$ cat config.mk
export PLATFORM = sky130hd
export DESIGN_NAME = order_statistic_spread_core
export DESIGN_NICKNAME = d
export VERILOG_FILES = /design/src/oss_pkg.sv /design/src/order_statistic_spread_core.sv
export SDC_FILE = /design/constraint.sdc
export NUM_CORES = 1
export LEC_CHECK = 0
export ABC_AREA = 1
export BUFFER_PORTS_ARGS = -buffer_cell sky130_fd_sc_hd__buf_4
export CORE_MARGIN = 4
export CORE_UTILIZATION = 30
export CTS_BUF_LIST = sky130_fd_sc_hd__clkbuf_16
export CTS_CLUSTER_DIAMETER = 80
export CTS_CLUSTER_SIZE = 16
export DETAILED_ROUTE_END_ITERATION = 10
export PLACE_DENSITY = 0.54
export SYNTH_ARGS = -nofsm -noshare
export SYNTH_HDL_FRONTEND = slang
export SYNTH_SLANG_ARGS = --single-unit
$ cat constraint.sdc
create_clock -name clk -period 6.7 [get_ports clk]
set_input_delay 2.01 -clock clk [delete_from_list [all_inputs] [get_ports clk]]
set_output_delay 2.01 -clock clk [all_outputs]
set_load 0.01 [all_outputs]
$ cat src/oss_pkg.sv
// ----------------------------------------------------------------------------
// Order statistic spread package
// Shared widths, list depths and types for the trimmed range block.
// ----------------------------------------------------------------------------
package oss_pkg;

	localparam int SAMPLE_W  = 24;
	localparam int COUNT_W   = 16;
	localparam int TRIM_RANK = 5;
	localparam int TOP_DEPTH = TRIM_RANK;
	localparam int BOT_DEPTH = TRIM_RANK + 1;

	localparam logic [COUNT_W-1:0] MAX_RUN = COUNT_W'(65535);
	localparam logic [COUNT_W-1:0] MIN_RUN = COUNT_W'(2 * TRIM_RANK + 1);

	localparam logic signed [SAMPLE_W-1:0] SAMPLE_MIN = {1'b1, {(SAMPLE_W-1){1'b0}}};
	localparam logic signed [SAMPLE_W-1:0] SAMPLE_MAX = {1'b0, {(SAMPLE_W-1){1'b1}}};

	typedef logic signed [SAMPLE_W-1:0] sample_t;
	typedef logic [COUNT_W-1:0]         count_t;

endpackage

$ cat src/order_statistic_spread_core.sv
// ----------------------------------------------------------------------------
// Order statistic spread core
// Keeps the five largest and six smallest samples of a run in sorted
// registers and reports the fifth largest minus the sixth smallest on the
// last sample of each run.
// ----------------------------------------------------------------------------
//  channel   dir   fields (tdata / tuser from bit 0 up)
//  s_*       in    tdata: sample_value[23:0]; tlast: last_sample
//  m_*       out   tdata: spread[23:0]; tuser: too_few
//
// One item is taken per cycle. An accepted item is held in an input stage,
// and in the next cycle the sorted lists take it in by parallel compare and
// shift; a last item loads the result register and clears the lists.
// A result passes from the input stage into the registered result stage.
// Only a last item waiting on a full, stalled result register holds the input.
// Reset loads the lists with the extreme values and clears the count.
// ----------------------------------------------------------------------------
module order_statistic_spread_core (
	input  logic        clk,
	input  logic        arst_n,
	input  logic        s_tvalid,
	output logic        s_tready,
	input  logic [23:0] s_tdata,   // sample_value[23:0]
	input  logic        s_tlast,
	output logic        m_tvalid,
	input  logic        m_tready,
	output logic [23:0] m_tdata,   // spread[23:0]
	output logic [0:0]  m_tuser    // too_few
);

	oss_pkg::sample_t top_q [oss_pkg::TOP_DEPTH];
	oss_pkg::sample_t bot_q [oss_pkg::BOT_DEPTH];
	oss_pkg::sample_t top_nxt [oss_pkg::TOP_DEPTH];
	oss_pkg::sample_t bot_nxt [oss_pkg::BOT_DEPTH];
	logic [oss_pkg::TOP_DEPTH-1:0] top_gt;
	logic [oss_pkg::BOT_DEPTH-1:0] bot_lt;
	oss_pkg::count_t  cnt_q;
	oss_pkg::count_t  cnt_nxt;

	oss_pkg::sample_t sample_s1;
	logic             last_s1;
	logic             valid_s1;
	logic             adv_s1;
	logic             few;
	logic [oss_pkg::SAMPLE_W-1:0] diff;

	logic                         out_valid_q;
	logic [oss_pkg::SAMPLE_W-1:0] spread_q;
	logic                         few_q;

	assign adv_s1   = valid_s1 && (!last_s1 || !out_valid_q || m_tready);
	assign s_tready = !valid_s1 || adv_s1;

	always_comb begin
		for (int i = 0; i < oss_pkg::TOP_DEPTH; i++) begin
			top_gt[i] = sample_s1 > top_q[i];
		end
		for (int i = 0; i < oss_pkg::BOT_DEPTH; i++) begin
			bot_lt[i] = sample_s1 < bot_q[i];
		end
		top_nxt[0] = top_gt[0] ? sample_s1 : top_q[0];
		for (int i = 1; i < oss_pkg::TOP_DEPTH; i++) begin
			if (top_gt[i]) begin
				top_nxt[i] = top_gt[i-1] ? top_q[i-1] : sample_s1;
			end else begin
				top_nxt[i] = top_q[i];
			end
		end
		bot_nxt[0] = bot_lt[0] ? sample_s1 : bot_q[0];
		for (int i = 1; i < oss_pkg::BOT_DEPTH; i++) begin
			if (bot_lt[i]) begin
				bot_nxt[i] = bot_lt[i-1] ? bot_q[i-1] : sample_s1;
			end else begin
				bot_nxt[i] = bot_q[i];
			end
		end
		cnt_nxt = (cnt_q == oss_pkg::MAX_RUN) ? cnt_q : cnt_q + oss_pkg::COUNT_W'(1);
		few     = cnt_nxt < oss_pkg::MIN_RUN;
		diff    = oss_pkg::SAMPLE_W'(top_nxt[oss_pkg::TOP_DEPTH-1] -
			bot_nxt[oss_pkg::BOT_DEPTH-1]);
	end

	always_ff @(posedge clk or negedge arst_n) begin
		if (!arst_n) begin
			valid_s1 <= 1'b0;
		end else if (s_tready) begin
			valid_s1 <= s_tvalid;
		end
	end

	always_ff @(posedge clk) begin
		if (s_tvalid && s_tready) begin
			sample_s1 <= oss_pkg::sample_t'(s_tdata);
			last_s1   <= s_tlast;
		end
	end

	always_ff @(posedge clk or negedge arst_n) begin
		if (!arst_n) begin
			for (int i = 0; i < oss_pkg::TOP_DEPTH; i++) begin
				top_q[i] <= oss_pkg::SAMPLE_MIN;
			end
			for (int i = 0; i < oss_pkg::BOT_DEPTH; i++) begin
				bot_q[i] <= oss_pkg::SAMPLE_MAX;
			end
			cnt_q <= '0;
		end else if (adv_s1) begin
			if (last_s1) begin
				for (int i = 0; i < oss_pkg::TOP_DEPTH; i++) begin
					top_q[i] <= oss_pkg::SAMPLE_MIN;
				end
				for (int i = 0; i < oss_pkg::BOT_DEPTH; i++) begin
					bot_q[i] <= oss_pkg::SAMPLE_MAX;
				end
				cnt_q <= '0;
			end else begin
				top_q <= top_nxt;
				bot_q <= bot_nxt;
				cnt_q <= cnt_nxt;
			end
		end
	end

	always_ff @(posedge clk or negedge arst_n) begin
		if (!arst_n) begin
			out_valid_q <= 1'b0;
		end else if (adv_s1 && last_s1) begin
			out_valid_q <= 1'b1;
		end else if (m_tready) begin
			out_valid_q <= 1'b0;
		end
	end

	always_ff @(posedge clk) begin
		if (adv_s1 && last_s1) begin
			spread_q <= few ? '0 : diff;
			few_q    <= few;
		end
	end

	assign m_tvalid = out_valid_q;
	assign m_tdata  = spread_q;
	assign m_tuser  = few_q;

endmodule
==> run_results.csv <==
group,metric,value,unit
status,status,"complete, no violations",
sta,rsz0062_at_grt,"no",
layout,area_delta_synth_final,9.892,%
worst_setup_path,worstPathCellList,"ha_1 -> nand2_1 -> nor2_1 -> nand2_1 -> nor3_2 -> nand2_1 -> nand3_1 -> nand3_2 -> o21ai_0 -> a21oi_1 -> a21oi_1 -> ha_1 -> inv_1 -> fa_1 -> nand3_1 -> nand2_1 -> a21oi_1 -> o21ai_1 -> a21oi_1 -> o21ai_1 -> a21o_1 -> or2_1 -> a21oi_2",
placement,numPortBuffers,55,
drt,drc,0,
yosys,yosysWarnings,0,
power_and_ir_drop,p_per_area,482.8,mW/mm^2
drt,vias,22090,
sta,timing.final.crit_share,81.14,%
worst_setup_path,cp-start-kind,"flop",
yosys,synth_seq_area_share,35.92,%
die,std_cell_rows,104,
die,core,0.08042,sq mm
global_routing,use_met2,29.11,%
clocking,clk_pin_slew,80,ps
die,pin_count,56,
sta,holdWs,477.9,ps
die,start_util,30.25,%
yosys,synth.top_cells.by_area,"dfstp_2 15%, ha_1 15%, dfrtp_1 14%",
drt,drtAntennaViolNets,0,
drt,via_per_inst,5.142,
yosys,syn_nets,3519,
power_and_ir_drop,leakage,13.40,nW
die,die_w,292.7,um
clocking,cts_setup_buffers,0,
worst_setup_path,slowest_delay,590,ps
layout,regArea,0.008737,sq mm
clocking,numCtsBuffers,29,
layout,fill_cells,8646,
worst_setup_path,cp_slowest_cell,"edfxtp_1",
yosys,async_reset_ff_share,84.94,%
sta,tns,0,ps
worst_hold_path,hp-class,"reg -> reg",
sta,clock.fmax,184.0,MHz
clocking,cts_tree,"built",
worst_setup_path,crit_required,7160,ps
layout,layout-drive-gt1-share,11.16,%
sta,relSlewSlack,26.84,%
global_routing,grt_pass1_wl,130400,um
global_routing,grt_usage,19.66,%
drt,drt_wl_total,85860,um
clocking,cts_buffer_depth,3,
drt,routedWlPerCell,19.99,um
power_and_ir_drop,vdd_drop_max,0.2454,mV
sta,hold_viol,0,
global_routing,grt_max_degree,110,
placement,dp_slack,1411,ps
yosys,synth_seq_cells,332,
yosys,synth_area_leader_cell,"dfstp_2",
sta,clock_skew,32.80,ps
global_routing,use_met3,2.919,%
yosys,syn_avg_cell_area,7.584,sq um
die,die_h,292.7,um
yosys,synth_ff_type,"dfstp_2",
clocking,cts.sink_count,332,
yosys,syn_area,0.02432,sq mm
worst_setup_path,worstPathMaxFanout,32,
placement,place_congestion,0.8913,
global_routing,busiest_layer,"met1",
global_routing,overflow,0,
die,die-area,0.08570,sq mm
sta,maxSlewViolCount,0,
yosys,synth_cell_types,58,
global_routing,globalRouteMet1Util,29.62,%
drt,drtPass1Iterations,6,
worst_setup_path,criticalPathCategory,"reg -> reg",
clocking,root_buffer,"clkbuf_16",
global_routing,grt_pass1_vias,20700,
yosys,yosysMostFrequentCell,"nand2_1",
drt,drtIter0Drc,2156,
clocking,clk_latency,610,ps
layout,multi_input_area,0.01320,sq mm
clocking,cts_htree_levels,1,
sta,fin_crit,5436,ps
global_routing,antenna_found_initial,4,
yosys,syn-instance-count,3207,
placement,detailed_place_hpwl,62230,um
yosys,yosys.area.top_type_share,15.45,%
job,maxCapViolations,0,
yosys,synth_common_cells,"790 x nand2_1, 457 x nand3_1, 434 x inv_1",
clocking,cts-resized-gates,0,
yosys,synth_edf_count,50,
worst_setup_path,endpoint_kind,"flop",
sta,setup_viol,0,
clocking,hold_buffers,0,
layout,fin_nets,3524,
worst_setup_path,arrival,5890,ps
sta,fin_ws,1264,ps
sta,worst_pin_slew,1094,ps
critical path, delay by kind of cell (launching register included):
kind | cells | cell delay (ps)
flip-flops | 1 | 590
adder cells (fa/ha/maj) | 3 | 1030
AO/OA/AOI/OAI | 9 | 1780
AND/OR/NAND/NOR | 10 | 1830
buffers and inverters | 1 | 70
path summary, 6_finish.rpt:
| check | startpoint | end | slack, ps | depth (start not counted) |
|---|---|---|---|---|
| max | sample_s1[19] | m_tdata[16] | 1260 | 23 |
| max reg2reg | sample_s1[19] | m_tdata[16] | 1260 | 23 |
| min reg2reg | bot_q[88] | bot_q[88] | 480 | 2 |
| min | bot_q[88] | bot_q[88] | 480 | 2 |
| min in group asynchronous | arst_n | top_q[38] | 1480 | 1 |
| max in group asynchronous | arst_n | bot_q[47] | 3950 | 2 |
kinds of logic after synthesis:
logic type                 after synthesis  synth area share, %
buffers and inverters                  583                9.851
AOI/OAI and AO/OA                      525                12.74
xor gates and xnor gates                17               0.6122
and+or+nand+nor                       1467                26.29
adders and majority gates              283                14.59
DFF                                    332                35.92
cell usage in the layout (no fill, tap or decap), types with 6 or more instances in the layout:
cell type    n
o21a_1       9
dfstp_2    143
inv_1      443
o21ai_0     90
a21o_1      12
o22ai_1     36
nor3_1      10
nor2_1     125
inv_2        7
nand3_1    457
xor2_1      14
nand2_2     13
nor2_2       7
o211ai_1    79
buf_4      113
edfxtp_1    50
a21oi_2      6
a21oi_1    162
ha_1       282
o21ai_1     81
dfrtp_1    139
nor4_1       8
nand4_1     29
nand2_1    790
a31oi_1     25
clkbuf_16   30
cell type report:
class	instances	share of cell area (%)
flip-flops and latches	332	32.69
multi-input cells	2292	49.39
well taps	1060	4.962
diodes	2	0.01872
repair buffers	115	3.305
clock inverters	23	0.6179
clock buffers	30	2.809
inverters	442	6.212
metal layers:
layer	vias to the layer above	part of all wire, %
li1	10750	-
met1	10480	47
met2	731	42
met3	125	7.5
met4	0	3.3
met5	-	0
flip-flops by register name (all words and copies together), names as in the netlist:
name       flops
bot_q        144
top_q        120
m_tdata       24
sample_s1     24
cnt_q         16
last_s1        1
m_tuser        1
m_tvalid       1
valid_s1       1
report_power, final:
group | leakage [nW] | total, mW | switching [mW] | internal (mW)
Combinational | 9.05 | 7.53 | 4.99 | 2.54
Clock | 0.478 | 1.75 | 0.885 | 0.864
Sequential | 3.86 | 3.62 | 0.611 | 3.01
Total | 13.4 | 12.9 | 6.49 | 6.42
per-stage QoR:
stage | cells | total power, mW | cell area (sq um) | utilization (%)
after floorplan | 3207 | 9.113 | 24320 | -
after detailed placement | 4241 | 11.09 | 25810 | 32.09
after global routing | 4294 | 14.19 | 26720 | 33.23
final | 4296 | 12.90 | 26730 | 33.24
after global placement | 4241 | 11.07 | 25810 | 32.09
after CTS | 4294 | 12.89 | 26720 | 33.23
No activity file was read; power rests on OpenSTA's default activity.
